===== src/atfd_pkg.sv =====
package atfd_pkg;

  // Target codes for the parameter letter
  localparam logic [3:0] TGT_A       = 4'd0;
  localparam logic [3:0] TGT_B       = 4'd1;
  localparam logic [3:0] TGT_C       = 4'd2;
  localparam logic [3:0] TGT_D       = 4'd3;
  localparam logic [3:0] TGT_E       = 4'd4;
  localparam logic [3:0] TGT_F       = 4'd5;
  localparam logic [3:0] TGT_G       = 4'd6;
  localparam logic [3:0] TGT_H       = 4'd7;
  localparam logic [3:0] TGT_J       = 4'd8;
  localparam logic [3:0] TGT_K       = 4'd9;
  localparam logic [3:0] TGT_X       = 4'd10;
  localparam logic [3:0] TGT_UNKNOWN = 4'd11;

  // Status codes
  localparam logic [2:0] ST_OK       = 3'd0;
  localparam logic [2:0] ST_RANGE    = 3'd1;
  localparam logic [2:0] ST_BADFRAME = 3'd7;

  // Frame delimiters
  localparam logic [7:0] CH_START = 8'h23;  // '#'
  localparam logic [7:0] CH_END   = 8'h2A;  // '*'
  localparam logic [7:0] CH_ZERO  = 8'h30;  // '0'
  localparam logic [7:0] CH_NINE  = 8'h39;  // '9'

  localparam int VAL_W = 10;  // decimal value 0..999

  // Range limits
  localparam logic [VAL_W-1:0] LIM_PCT     = 10'd100;
  localparam logic [VAL_W-1:0] LIM_B_LO    = 10'd1;
  localparam logic [VAL_W-1:0] LIM_B_HI    = 10'd30;
  localparam logic [VAL_W-1:0] LIM_ANALOG  = 10'd512;
  localparam logic [VAL_W-1:0] X_CODE_LO   = 10'd995;
  localparam logic [10:0]      X_CODE_BASE = 11'd1001;  // 999 -> 2, 995 -> 6

  // Scaling: current = val*26 + floor(2*val/5); voltage = (val*3125) >> 5
  localparam logic [4:0]  CUR_MUL   = 5'd26;
  localparam logic [15:0] RECIP5    = 16'd52429;  // ceil(2^18 / 5)
  localparam int          RECIP5_SH = 18;
  localparam logic [11:0] VOLT_MUL  = 12'd3125;
  localparam int          VOLT_SH   = 5;

  // Parsed frame, output of the first stage
  typedef struct packed {
    logic             ok;
    logic [3:0]       tgt;
    logic [VAL_W-1:0] val;
  } parse_t;

endpackage


===== src/atfd_parse.sv =====
module atfd_parse (
  input  logic [7:0]       byte0,
  input  logic [7:0]       byte1,
  input  logic [7:0]       byte2,
  input  logic [7:0]       byte3,
  input  logic [7:0]       byte4,
  input  logic [7:0]       byte5,
  output atfd_pkg::parse_t parse
);
  import atfd_pkg::*;

  logic       dv2, dv3, dv4;
  logic [3:0] d2, d3, d4;
  logic [3:0] tgt;
  logic [VAL_W-1:0] val;

  assign dv2 = (byte2 >= CH_ZERO) && (byte2 <= CH_NINE);
  assign dv3 = (byte3 >= CH_ZERO) && (byte3 <= CH_NINE);
  assign dv4 = (byte4 >= CH_ZERO) && (byte4 <= CH_NINE);
  assign d2  = byte2[3:0];
  assign d3  = byte3[3:0];
  assign d4  = byte4[3:0];

  // First non-digit ends the number
  always_comb begin
    if (!dv2) begin
      val = '0;
    end else if (!dv3) begin
      val = VAL_W'(d2);
    end else if (!dv4) begin
      val = VAL_W'(d2) * VAL_W'(10) + VAL_W'(d3);
    end else begin
      val = VAL_W'(d2) * VAL_W'(100) + VAL_W'(d3) * VAL_W'(10) + VAL_W'(d4);
    end
  end

  always_comb begin
    unique case (byte1)
      8'h41:   tgt = TGT_A;
      8'h42:   tgt = TGT_B;
      8'h43:   tgt = TGT_C;
      8'h44:   tgt = TGT_D;
      8'h45:   tgt = TGT_E;
      8'h46:   tgt = TGT_F;
      8'h47:   tgt = TGT_G;
      8'h48:   tgt = TGT_H;
      8'h4A:   tgt = TGT_J;
      8'h4B:   tgt = TGT_K;
      8'h58:   tgt = TGT_X;
      default: tgt = TGT_UNKNOWN;
    endcase
  end

  assign parse.ok  = (byte0 == CH_START) && (byte5 == CH_END);
  assign parse.tgt = tgt;
  assign parse.val = val;

endmodule


===== src/ascii_telemetry_frame_decoder.sv =====
// Pipeline: three register stages (parse, check/multiply, scale); an accepted word moves
// through the stage 1, stage 2 and stage 3 registers and then shows on out_valid.
// Throughput: one frame per cycle while out_ready is high; each stage holds its word only while the next is full.
// The widest path is one 11x16 constant multiply.
// Reset: synchronous, active low rst_n clears the stage valid bits; payload is not reset.
module ascii_telemetry_frame_decoder (
  input  logic        clk,
  input  logic        rst_n,
  input  logic        in_valid,
  output logic        in_ready,
  input  logic [7:0]  in_byte0,
  input  logic [7:0]  in_byte1,
  input  logic [7:0]  in_byte2,
  input  logic [7:0]  in_byte3,
  input  logic [7:0]  in_byte4,
  input  logic [7:0]  in_byte5,
  output logic        out_valid,
  input  logic        out_ready,
  output logic        out_frame_ok,
  output logic [3:0]  out_target,
  output logic        out_update,
  output logic [15:0] out_scaled_value,
  output logic [2:0]  out_status
);
  import atfd_pkg::*;

  // ---------------------------------------------------------------
  // Stage handshake: a stage loads when empty or when its word moves on
  // ---------------------------------------------------------------
  logic v1_r, v2_r, v3_r;
  logic ld1, ld2, ld3;

  assign ld3      = !v3_r || out_ready;
  assign ld2      = !v2_r || ld3;
  assign ld1      = !v1_r || ld2;
  assign in_ready = ld1;

  always_ff @(posedge clk) begin
    if (!rst_n) begin
      v1_r <= 1'b0;
      v2_r <= 1'b0;
      v3_r <= 1'b0;
    end else begin
      if (ld1) v1_r <= in_valid;
      if (ld2) v2_r <= v1_r;
      if (ld3) v3_r <= v2_r;
    end
  end

  // ---------------------------------------------------------------
  // Stage 1: delimiter check, letter decode, decimal value
  // ---------------------------------------------------------------
  parse_t parse_nxt, s1_r;

  atfd_parse u_parse (
    .byte0 (in_byte0),
    .byte1 (in_byte1),
    .byte2 (in_byte2),
    .byte3 (in_byte3),
    .byte4 (in_byte4),
    .byte5 (in_byte5),
    .parse (parse_nxt)
  );

  always_ff @(posedge clk) begin
    if (ld1 && in_valid) s1_r <= parse_nxt;
  end

  // ---------------------------------------------------------------
  // Stage 2: range check, status, scaling products
  // ---------------------------------------------------------------
  logic        in_rng;
  logic        upd_nxt;
  logic [2:0]  st_nxt;
  logic [1:0]  cls_nxt;        // bit0 current scaling, bit1 voltage scaling
  logic [14:0] cur_base_nxt;   // val*26
  logic [26:0] cur_frac_nxt;   // (2*val) * RECIP5
  logic [21:0] volt_nxt;       // val*3125
  logic [10:0] x_code;

  logic        ok2_r, upd2_r;
  logic [3:0]  tgt2_r;
  logic [VAL_W-1:0] val2_r;
  logic [2:0]  st2_r;
  logic [1:0]  cls2_r;
  logic [14:0] cur_base_r;
  logic [26:0] cur_frac_r;
  logic [21:0] volt_r;

  always_comb begin
    case (s1_r.tgt) inside
      TGT_A, TGT_H, TGT_J, TGT_K:
        in_rng = (s1_r.val <= LIM_PCT);
      TGT_B:
        in_rng = (s1_r.val >= LIM_B_LO) && (s1_r.val <= LIM_B_HI);
      TGT_C, TGT_D, TGT_E, TGT_F, TGT_G:
        in_rng = (s1_r.val <= LIM_ANALOG);
      default:
        in_rng = 1'b0;
    endcase
  end

  assign x_code = X_CODE_BASE - {1'b0, s1_r.val};

  always_comb begin
    upd_nxt = 1'b0;
    st_nxt  = ST_OK;
    if (!s1_r.ok) begin
      st_nxt = ST_BADFRAME;
    end else if (s1_r.tgt == TGT_X) begin
      // Status codes 999..995 map to 2..6
      if (s1_r.val >= X_CODE_LO) st_nxt = x_code[2:0];
    end else if (s1_r.tgt == TGT_UNKNOWN) begin
      st_nxt = ST_OK;
    end else if (in_rng) begin
      upd_nxt = 1'b1;
    end else begin
      st_nxt = ST_RANGE;
    end
  end

  always_comb begin
    case (s1_r.tgt) inside
      TGT_C, TGT_D, TGT_E: cls_nxt = 2'b01;
      TGT_F, TGT_G:        cls_nxt = 2'b10;
      default:             cls_nxt = 2'b00;
    endcase
  end

  assign cur_base_nxt = 15'(s1_r.val) * 15'(CUR_MUL);
  assign cur_frac_nxt = 27'({s1_r.val, 1'b0}) * 27'(RECIP5);
  assign volt_nxt     = 22'(s1_r.val) * 22'(VOLT_MUL);

  always_ff @(posedge clk) begin
    if (ld2 && v1_r) begin
      ok2_r      <= s1_r.ok;
      tgt2_r     <= s1_r.tgt;
      val2_r     <= s1_r.val;
      upd2_r     <= upd_nxt;
      st2_r      <= st_nxt;
      cls2_r     <= cls_nxt;
      cur_base_r <= cur_base_nxt;
      cur_frac_r <= cur_frac_nxt;
      volt_r     <= volt_nxt;
    end
  end

  // ---------------------------------------------------------------
  // Stage 3: finish scaling, select the value, hold the result word
  // ---------------------------------------------------------------
  logic [16:0] cur_sum;
  logic [16:0] volt_sh;
  logic [15:0] sv_nxt;

  logic        ok3_r, upd3_r;
  logic [3:0]  tgt3_r;
  logic [15:0] sv3_r;
  logic [2:0]  st3_r;

  assign cur_sum = 17'(cur_base_r) + 17'(cur_frac_r >> RECIP5_SH);
  assign volt_sh = 17'(volt_r >> VOLT_SH);

  always_comb begin
    if (!ok2_r) begin
      sv_nxt = '0;
    end else if (upd2_r && cls2_r[0]) begin
      sv_nxt = cur_sum[15:0];
    end else if (upd2_r && cls2_r[1]) begin
      sv_nxt = volt_sh[15:0];
    end else begin
      sv_nxt = 16'(val2_r);
    end
  end

  always_ff @(posedge clk) begin
    if (ld3 && v2_r) begin
      ok3_r  <= ok2_r;
      tgt3_r <= tgt2_r;
      upd3_r <= upd2_r;
      sv3_r  <= sv_nxt;
      st3_r  <= st2_r;
    end
  end

  assign out_valid        = v3_r;
  assign out_frame_ok     = ok3_r;
  assign out_target       = tgt3_r;
  assign out_update       = upd3_r;
  assign out_scaled_value = sv3_r;
  assign out_status       = st3_r;

endmodule


===== config.mk =====
export PLATFORM = sky130hd
export DESIGN_NAME = ascii_telemetry_frame_decoder
export DESIGN_NICKNAME = d
export VERILOG_FILES = /design/src/atfd_pkg.sv /design/src/atfd_parse.sv /design/src/ascii_telemetry_frame_decoder.sv
export SDC_FILE = /design/constraint.sdc
export NUM_CORES = 1
export LEC_CHECK = 0
export BUFFER_PORTS_ARGS = -buffer_cell sky130_fd_sc_hd__buf_2
export CAP_MARGIN = 20
export CORE_AREA = 2 2 201 203
export CTS_BUF_LIST = sky130_fd_sc_hd__clkbuf_4 sky130_fd_sc_hd__clkbuf_8
export CTS_CLUSTER_DIAMETER = 200
export DETAILED_ROUTE_END_ITERATION = 8
export DIE_AREA = 0 0 203 205
export PLACE_DENSITY = 0.42
export REMOVE_ABC_BUFFERS = 1
export SLEW_MARGIN = 10
export SYNTH_ARGS = -nofsm -noshare
export SYNTH_HDL_FRONTEND = slang
export SYNTH_SLANG_ARGS = --single-unit
export TNS_END_PERCENT = 10

===== constraint.sdc =====
create_clock -name clk -period 16.54 [get_ports clk]
set_input_delay 0.827 -clock clk [delete_from_list [all_inputs] [get_ports clk]]
set_output_delay 0.827 -clock clk [all_outputs]
set_load 0.03 [all_outputs]

# Yosys cells after proc, flatten, opt, wreduce, memory -nomap -nowiden
# Index checks and enable logic that the tools add are counted.
[word_totals]
wordCells = 105
rom_bits = 0
regBits = 125
latchBits = 0
mem_bits_rw = 0
output_inout_bits = 27
in_bits = 52
memories = 0
[op_classes]
bitwise_logic = 1
n_lt_le_gt_ge = 11
eq_ne = 24
n_div = 0
mux = 14
shifts = 0
multipliers = 6
n_reduce_logical = 23
addsub = 5
[op_table]
columns = ["cell", "n"]
rows = [
  ["$eq 8x7->1 const B", 11],
  ["$pmux 4 s11", 1],
  ["$mux 16", 2],
  ["$mul 10x16->26 const B", 1],
  ["$ge 8x6->1 const B", 3],
  ["$le 8x6->1 const B", 3],
  ["$mul 10x12->21 const B", 1],
  ["$add 15x9->16", 1],
  ["$eq 4x3->1 const B", 4],
  ["$eq 4x4->1 const B", 4],
  ["$eq 8x6->1 const B", 2],
  ["$mul 10x4->14 const B", 1],
  ["$mul 4x3->7 const B", 2],
  ["$add 10x4->10", 1],
  ["$add 10x8->10", 1],
  ["$ge 10x1->1 const B", 1],
  ["$ge 10x10->1 const B", 1],
  ["$le 10x10->1 const B", 1],
  ["$le 10x5->1 const B", 1],
  ["$le 10x7->1 const B", 1],
  ["$logic_and 1x1->1", 10],
  ["$mux 10", 1],
  ["$add 8x4->9", 1],
  ["$eq 4x2->1 const B", 2],
  ["16 further kinds", 27],
]

# Depth between registers and ports, before layout
# Gate-level depths: netlist of the first run.
[depth]
ltp_word = 8
mapped_depth = 19
mapped_depth_nobuf = 19

# Modules after synthesis
# From an unflattened synthesis of the first run, not the netlist that was laid out.
[unflattened]
hier_cells = 943
area_unflattened_um2 = 10083.4
[modules_own_cells]
columns = ["mod", "instances", "area_each_um2", "seq_area_each_um2", "cells_each"]
rows = [
  ["ascii_telemetry_frame_decoder", 1, 8620.8, 3002.9, 766],
  ["atfd_parse", 1, 1462.7, 0.0, 177],
]

# Least setup slack after synthesis of the first run
# Ideal clock, no wire load.
[synth_path]
kind = "input -> register"
start = "input out_ready"
end = "register cls2_r[0] (enable)"
setup_time_ns = 0.563
path_stages = 2
required_ns = 15.977
slack_ns = 10.823
path_buffers = 0
arrival_ns = 5.154
cell_sequence = "nor2b_1 > a21boi_0"
[synth_between]
elab_chain_cells = 3
[synth_lines]
columns = ["element", "line_no", "source"]
rows = [
  ["start, declared", "ascii_telemetry_frame_decoder.sv:18", "input logic out_ready,"],
  ["$logic_or 1x1->1", "ascii_telemetry_frame_decoder.sv:33", "assign ld3 = !v3_r || out_ready;"],
  ["$logic_or 1x1->1", "ascii_telemetry_frame_decoder.sv:34", "assign ld2 = !v2_r || ld3;"],
  ["$logic_and 1x1->1", "ascii_telemetry_frame_decoder.sv:135", "if (ld2 && v1_r) begin"],
  ["end signal, assigned", "ascii_telemetry_frame_decoder.sv:141", "cls2_r <= cls_nxt;"],
  ["end, declared", "ascii_telemetry_frame_decoder.sv:85", "logic [1:0] cls2_r;"],
]
# Every way passes these cells.
# A chain may end at the register's enable or synchronous reset.

# Worst setup path after layout of the first run
[layout_path]
start = "register s1_r[4] (netlist bit)"
end = "register cur_frac_r[25] (data pin)"
[layout_between]
elab_chain_cells = 1
[layout_lines]
columns = ["element", "line_no", "source"]
rows = [
  ["start, declared", "ascii_telemetry_frame_decoder.sv:53", "parse_t parse_nxt, s1_r;"],
  ["start signal, assigned", "ascii_telemetry_frame_decoder.sv:66", "if (ld1 && in_valid) s1_r <= parse_nxt;"],
  ["$mul 10x16->26", "ascii_telemetry_frame_decoder.sv:131", "assign cur_frac_nxt = 27'({s1_r.val, 1'b0}) * 27'(RECIP5);"],
  ["named net cur_frac_nxt[25]", "ascii_telemetry_frame_decoder.sv:77", "logic [26:0] cur_frac_nxt;"],
  ["end signal, assigned", "ascii_telemetry_frame_decoder.sv:143", "cur_frac_r <= cur_frac_nxt;"],
  ["end, declared", "ascii_telemetry_frame_decoder.sv:87", "logic [26:0] cur_frac_r;"],
]
# The timed path passes the listed nets, and every way through them passes these cells.

==> impl_metrics.toml, run 1 <==
[outcome]
status = "completed"

[sta]
hold_ws_ns = 0.4220
fin_skew_ns = 0.01975
period_minus_slack_ns = 5.771
max_freq_ghz = 0.1733
tightest_slew_ns = 0.8816
fin_tns_setup_ns = 0
finalHoldViolations = 0
slew_headroom_pct = 39.71
rsz0062_at_grt = "no"
slew_violations = 0
setup_viol = 0
finalCritPeriodShare_pct = 34.89

[placed_design]
gp_congestion = 0.8696
dpl.hpwl_mm = 20.19
port_buffers = 78

[die]
dieArea_um2 = 41620
fp-row-count = 73
coreArea_um2 = 39370
die_h_um = 205
die_x_um = 203
top_level_ports = 79
start_util_pct = 24.84

[clocking]
clk_latency_ns = 0.41
htreeDepth = 3
cts_hold_buf = 0
post_cts_resized = 0
postCtsSetupBuffers = 0
cts.sinks = 101
cts_tree = "built"
clk_pin_slew_ns = 0.11
numCtsBuffers = 9
cts_root_buffer = "clkbuf_8"
cts_max_path_buffers = 2

[flow_run]
max_cap_violations = 0

[global_routing]
antenna_found_initial = 0
grtUsageTotal_pct = 12.10
grt_pass1_wl_mm = 38.34
grt_pass1_vias = 6958
overflow = 0
grt_max_degree = 59

[routing]
m1WireLength_mm = 11.31
dr.max_layer_used = "met4"
wl_per_cell_um = 15.75
vias = 6628
route.met2.wl_mm = 11.47
drc = 0
ant_nets = 0
dr_wl_met3_um = 654
firstDrtPassIters = 4
routed_wl_mm = 24.02
viasPerCell = 4.346
drtIter0Drc = 259

[synthesis]
ys.flop_type = "edfxtp_1"
synth.yosys.seq_area_share_pct = 30.71
synth-seq-cells = 101
synth_cell_types = 63
syn_area_per_cell_um2 = 10.73
synthArstFlopShare_pct = 0
netlist_instances = 911
yosys_warnings = 0
synth.cell_area_um2 = 9779
synth_edf_count = 98

[cells_and_area]
area_growth_pct = 13.20
nFillCells = 4110
drive_above_1_share_pct = 11.70
nNetsFinal = 1302
num_antenna_cells = 0

[setup_path]
crit_path_start_kind = "flip-flop"
setup.worst_path.class = "reg -> reg"
cp_data_required_time_ns = 16.69
worst_ep_arrival_time_ns = 5.92
worst-path-max-fanout = 10
cp-end-kind = "flip-flop"

[worst_hold_path]
hp-class = "reg -> reg"

[power_and_ir_drop]
p_per_area_nw_per_um2 = 109.3
ir_drop_mv = 0.05597
leakagePower_nw = 5.066
-- per-stage QoR --
stage / setup WS (ns) / total power [mW] / cell area [µm²] / instances / util, %
after global placement: 10.90 / 1.034 / 10840 / 1509 / 27.54
final: 10.77 / 1.210 / 11070 / 1525 / 28.12
after CTS: 10.73 / 1.231 / 11070 / 1525 / 28.12
after global routing: 10.38 / 1.335 / 11070 / 1525 / 28.12
after detailed placement: 10.76 / 1.033 / 10840 / 1509 / 27.54
after floorplan: 10.82 / 0.8586 / 9746 / 902 / -
-- state kept, by name (all words and copies together) (netlist names), 2 cells and up --
signal            flops
volt_r               17
out_scaled_value     16
s1_r                 15
cur_base_r           11
val2_r               10
cur_frac_r            9
out_target            4
tgt2_r                4
out_status            3
st2_r                 3
cls2_r                2
-- cells in the mapped netlist, drive strengths merged, types with 6 or more instances --
cell type,count,area share [%]
nand2,44,1.7
nand4,6,0.38
ha,192,25
or2,6,0.38
xor2,19,1.7
inv,145,5.6
and3,8,0.51
nor2,34,1.3
nor3,17,0.87
o21a,6,0.46
a2111oi,6,0.54
edfxtp,98,30
nand3,25,1.3
nand2b,10,0.64
o21ai,34,1.7
a211oi,10,0.77
nor2b,12,0.77
fa,63,13
a21oi,45,2.3
nor3b,7,0.59
xnor2,40,3.6
a21o,12,0.92
clkbuf,9,0.35
-- report_power, final --
part | switching (mW) | leakage (nW) | internal, mW
clock | 0.0997 | 0.115 | 0.0877
combinational | 0.370 | 4.01 | 0.289
sequential | 0.0199 | 0.940 | 0.344
-- worst max-delay path, stage by stage, from the launching register on --
cell      delay, ns
edfxtp_1       0.66
inv_1          0.29
ha_1           0.49
fa_1           0.59
inv_1          0.10
fa_1           0.50
inv_1          0.05
fa_1           0.49
inv_1          0.06
fa_1           0.50
inv_1          0.05
ha_1           0.30
a21oi_1        0.13
o21ai_0        0.17
a22oi_1        0.17
a21boi_1       0.39
o21ai_0        0.22
a211oi_1       0.27
nor3_1         0.07
-- cell families (layout without fill, tap and decap cells) --
logic type      after synthesis  after routing  share of synthesized area (%)
buf+inv                     154            243                          5.911
flops                       101            101                          30.71
xor+xnor                     59             59                          5.284
simple gates                187            187                          9.916
fa+ha+maj                   255            255                          37.46
compound gates              146            146                          9.749
mux                           9              9                         0.9724
-- cell type report --
| class | count | area [µm²] | share of cell area (%) |
|---|---|---|---|
| clock buffers | 9 | 123.9 | 1.119 |
| clock inverters | 7 | 103.9 | 0.9381 |
| inverters | 145 | 544.3 | 4.916 |
| multi-input cells | 656 | 6218 | 56.17 |
| flip-flops and latches | 101 | 3003 | 27.12 |
| well taps | 525 | 656.9 | 5.934 |
| repair buffers | 82 | 420.4 | 3.797 |
-- per-layer routing --
metal  vias to the layer above  global-route usage [%]
met2                        79                   20.36
met4                         0                   4.197
met1                      3174                   15.87
met5                         -                       0
met3                        28                   1.750
li1                       3347                       -
-- worst paths after layout --
check	start	endpoint	slack (ns)	cells after the start
worst min-delay path	tgt2_r[0]	out_target[0]	0.42	0
worst max register to register	s1_r[4]	cur_frac_r[25]	10.77	18
worst min register to register	tgt2_r[0]	out_target[0]	0.42	0
worst max-delay path	s1_r[4]	cur_frac_r[25]	10.77	18
-- cell usage in the layout, fill, tap and decap left out, types with 5 or more instances in the layout --
cell type / instances
nand4_1: 6
nand2b_1: 10
edfxtp_1: 98
ha_1: 192
o21a_1: 6
inv_1: 145
a211oi_1: 10
nor2b_1: 11
o21ai_0: 32
nand3_1: 25
nand2_1: 44
a21oi_1: 45
nor2_1: 34
buf_2: 78
a21o_1: 12
xnor2_1: 40
or2_2: 6
a2111oi_0: 6
xor2_1: 19
fa_1: 63
nor3b_1: 6
nor3_1: 17
mux2i_1: 5
and3_1: 8
clkbuf_8: 9
(Power assumes the default switching activity.)
==> run 2: changes to the inputs <==
--- a/config.mk
+++ b/config.mk
@@ -12,7 +12,7 @@
 export CTS_CLUSTER_DIAMETER = 200
 export DETAILED_ROUTE_END_ITERATION = 8
 export DIE_AREA = 0 0 203 205
-export PLACE_DENSITY = 0.42
+export PLACE_DENSITY = 0.43
 export REMOVE_ABC_BUFFERS = 1
 export SLEW_MARGIN = 10
 export SYNTH_ARGS = -nofsm -noshare
==> constraint.sdc (replaced) <==
create_clock -name clk -period 4.9 [get_ports clk]
set_input_delay 0.245 -clock clk [delete_from_list [all_inputs] [get_ports clk]]
set_output_delay 0.245 -clock clk [all_outputs]
set_load 0.03 [all_outputs]
==> run 2 against run 1 <==
Sequential share of layout area decreased by 0.98 points. Sequential power rose to 3.3 times the previous value. Highest routed layer unchanged. Cell area increased by 3.8%. Total power grew to 3.4 times the previous value. Global-route usage barely moved. Flip-flop and latch count unchanged. Worst setup slack lost 11 ns. Final cell count up 3.1%.
==> impl_metrics.toml, run 2 (synthesized netlist as in run 1, its figures left out) <==
[power_and_ir_drop]
finalPower_mw = 4.163
ir_drop_mv = 0.1238
leakagePower_nw = 5.272
p_per_area_nw_per_um2 = 362.4

[setup_path]
worstSetupEndpoint = "volt_r[20]"
crit_cells = 14
setup.worst_path.class = "reg -> reg"
r2r_start = "s1_r[5]"
worst-path-max-fanout = 5
rrSetupSlack_ns = 0.17
r2r_cells = 14
cp_data_required_time_ns = 5.06
cp_slowest_cell = "fa_2"
slowest_delay_ns = 0.56
critical_path_buf_inv_count = 2
cp-end-kind = "flip-flop"
worst_ep_arrival_time_ns = 4.89
cp_cell_sequence = "inv_2 -> buf_4 -> ha_2 -> fa_2 -> fa_1 -> ha_1 -> fa_1 -> ha_1 -> or4_4 -> o22a_4 -> nor3b_2 -> or3_4 -> a31oi_4 -> xnor2_1"
startpoint = "s1_r[5]"
r2r-end = "volt_r[20]"
crit_path_start_kind = "flip-flop"
crit_family = "adder cells"

[routing]
drc = 0
ant_nets = 0
wl_per_cell_um = 15.54
vias = 6715
drtIter0Drc = 251
firstDrtPassIters = 4
routed_wl_mm = 24.43
viasPerCell = 4.272

[cells_and_area]
layoutNonFillerInstCount = 1572
layout_commonest_cell = "ha_1"
num_antenna_cells = 0
top_register = "volt_r"
area_growth_pct = 17.46
utilization_pct = 29.18
regArea_um2 = 3003
nNetsFinal = 1350
drive_above_1_share_pct = 17.38
final_cell_mix = "185 x ha_1, 143 x inv_1, 98 x edfxtp_1"
multiInputGateArea_um2 = 6329
largest_reg_flops = 17
nFillCells = 4132

[placed_design]
gp_congestion = 0.8826
place_inst = 1553
dpl.hpwl_mm = 20.61
place_ws_ns = -0.03618
port_buffers = 78

[sta]
tightest_slew_ns = 0.7233
slew_violations = 0
slew_headroom_pct = 50.53
postLayoutSetupSlackWorst_ns = 0.1673
setup_viol = 0
fin_skew_ns = 0.01074
fin_tns_setup_ns = 0
finalCritPeriodShare_pct = 96.59
max_freq_ghz = 0.2113
finalHoldViolations = 0
period_minus_slack_ns = 4.733
rsz0062_at_grt = "yes"

[die]
die_x_um = 203
start_util_pct = 24.84
dieArea_um2 = 41620
die_h_um = 205
coreArea_um2 = 39370
fp-row-count = 73
top_level_ports = 79

[global_routing]
grt_pass1_wl_mm = 38.58
grt_max_degree = 59
grtUsageTotal_pct = 12.11
antenna_found_initial = 0
overflow = 0
grt_pass1_vias = 6902

[clocking]
clk_latency_ns = 0.40
htreeDepth = 3
cts_root_buffer = "clkbuf_8"
numCtsBuffers = 9
cts_tree = "built"
cts_max_path_buffers = 2
clk_pin_slew_ns = 0.10
cts.sinks = 101

[flow_run]
max_cap_violations = 0

[worst_hold_path]
hp-class = "in -> reg"

[outcome]
status = "completed"
## run 2: cell types whose count changed in the layout (fill, tap and decap cells not counted), sizes merged
| cell | delta |
|---|---|
| buf | +48 |
| bufinv | -2 |
| clkbuf | +1 |
| clkinvlp | +1 |
| inv | -1 |
## run 2: per-layer routing
| layer | wire, µm | part of all wire (%) | track usage (%) | vias up |
|---|---|---|---|---|
| met1 | 11690 | 48 | 16.20 | 3184 |
| met5 | 0 | 0 | 0 | - |
| met4 | 494 | 2.0 | 3.806 | 0 |
| met2 | 11650 | 48 | 20.25 | 79 |
| li1 | - | - | - | 3427 |
| met3 | 594 | 2.4 | 1.623 | 25 |
## run 2: how the worst min path moves through the flow
| stage | startpoint | endpoint | slack, ns | cells after the start |
|---|---|---|---|---|
| final | rst_n | v2_r | 0.08 | 2 |
| after global routing | rst_n | out_valid | 0.07 | 2 |
| after CTS | rst_n | out_valid | 0.04 | 2 |
| after detailed placement | tgt2_r[0] | out_target[0] | 0.40 | 0 |
| after global placement | tgt2_r[0] | out_target[0] | 0.40 | 0 |
| after floorplan | rst_n | out_valid | 0.36 | 1 |
## run 2: layout make-up
| cell class | instances | area share [%] |
|---|---|---|
| sequential | 101 | 26.14 |
| clock buffer | 10 | 1.144 |
| timing repair buffer | 130 | 6.862 |
| clock inverter | 5 | 0.3050 |
| multi-input combinational | 656 | 55.09 |
| tap | 525 | 5.718 |
| inverter | 145 | 4.738 |
## run 2: where the power goes
part / total (mW) / switching, mW / internal (mW)
logic: 2.44 / 1.33 / 1.11
clock network: 0.511 / 0.321 / 0.190
registers: 1.21 / 0.0537 / 1.16
## run 2: worst reg2reg max path, delay by kind of cell, from the launching register on
kind                       cells  cell delay, ns
buffers and inverters          2            0.26
xor gates and xnor gates       1            0.07
and+or+nand+nor                3            1.05
adders and majority gates      6            2.33
AOI/OAI and AO/OA              2            0.37
DFF                            1            0.41
## run 2: timing repair
item,4_1_cts,5_1_grt
gates resized for setup,1,21
setup endpoints to repair,2,10
setup buffers,0,4
hold buffers,0,0
pin swaps,1,7
## run 2: through the flow
step | instance area, µm² | hold slack (ns)
after floorplan | 9746 | 0.3628
after global placement | 11170 | 0.4028
after detailed placement | 11180 | 0.4045
after CTS | 11340 | 0.04224
after global routing | 11490 | 0.07298
final | 11490 | 0.08447
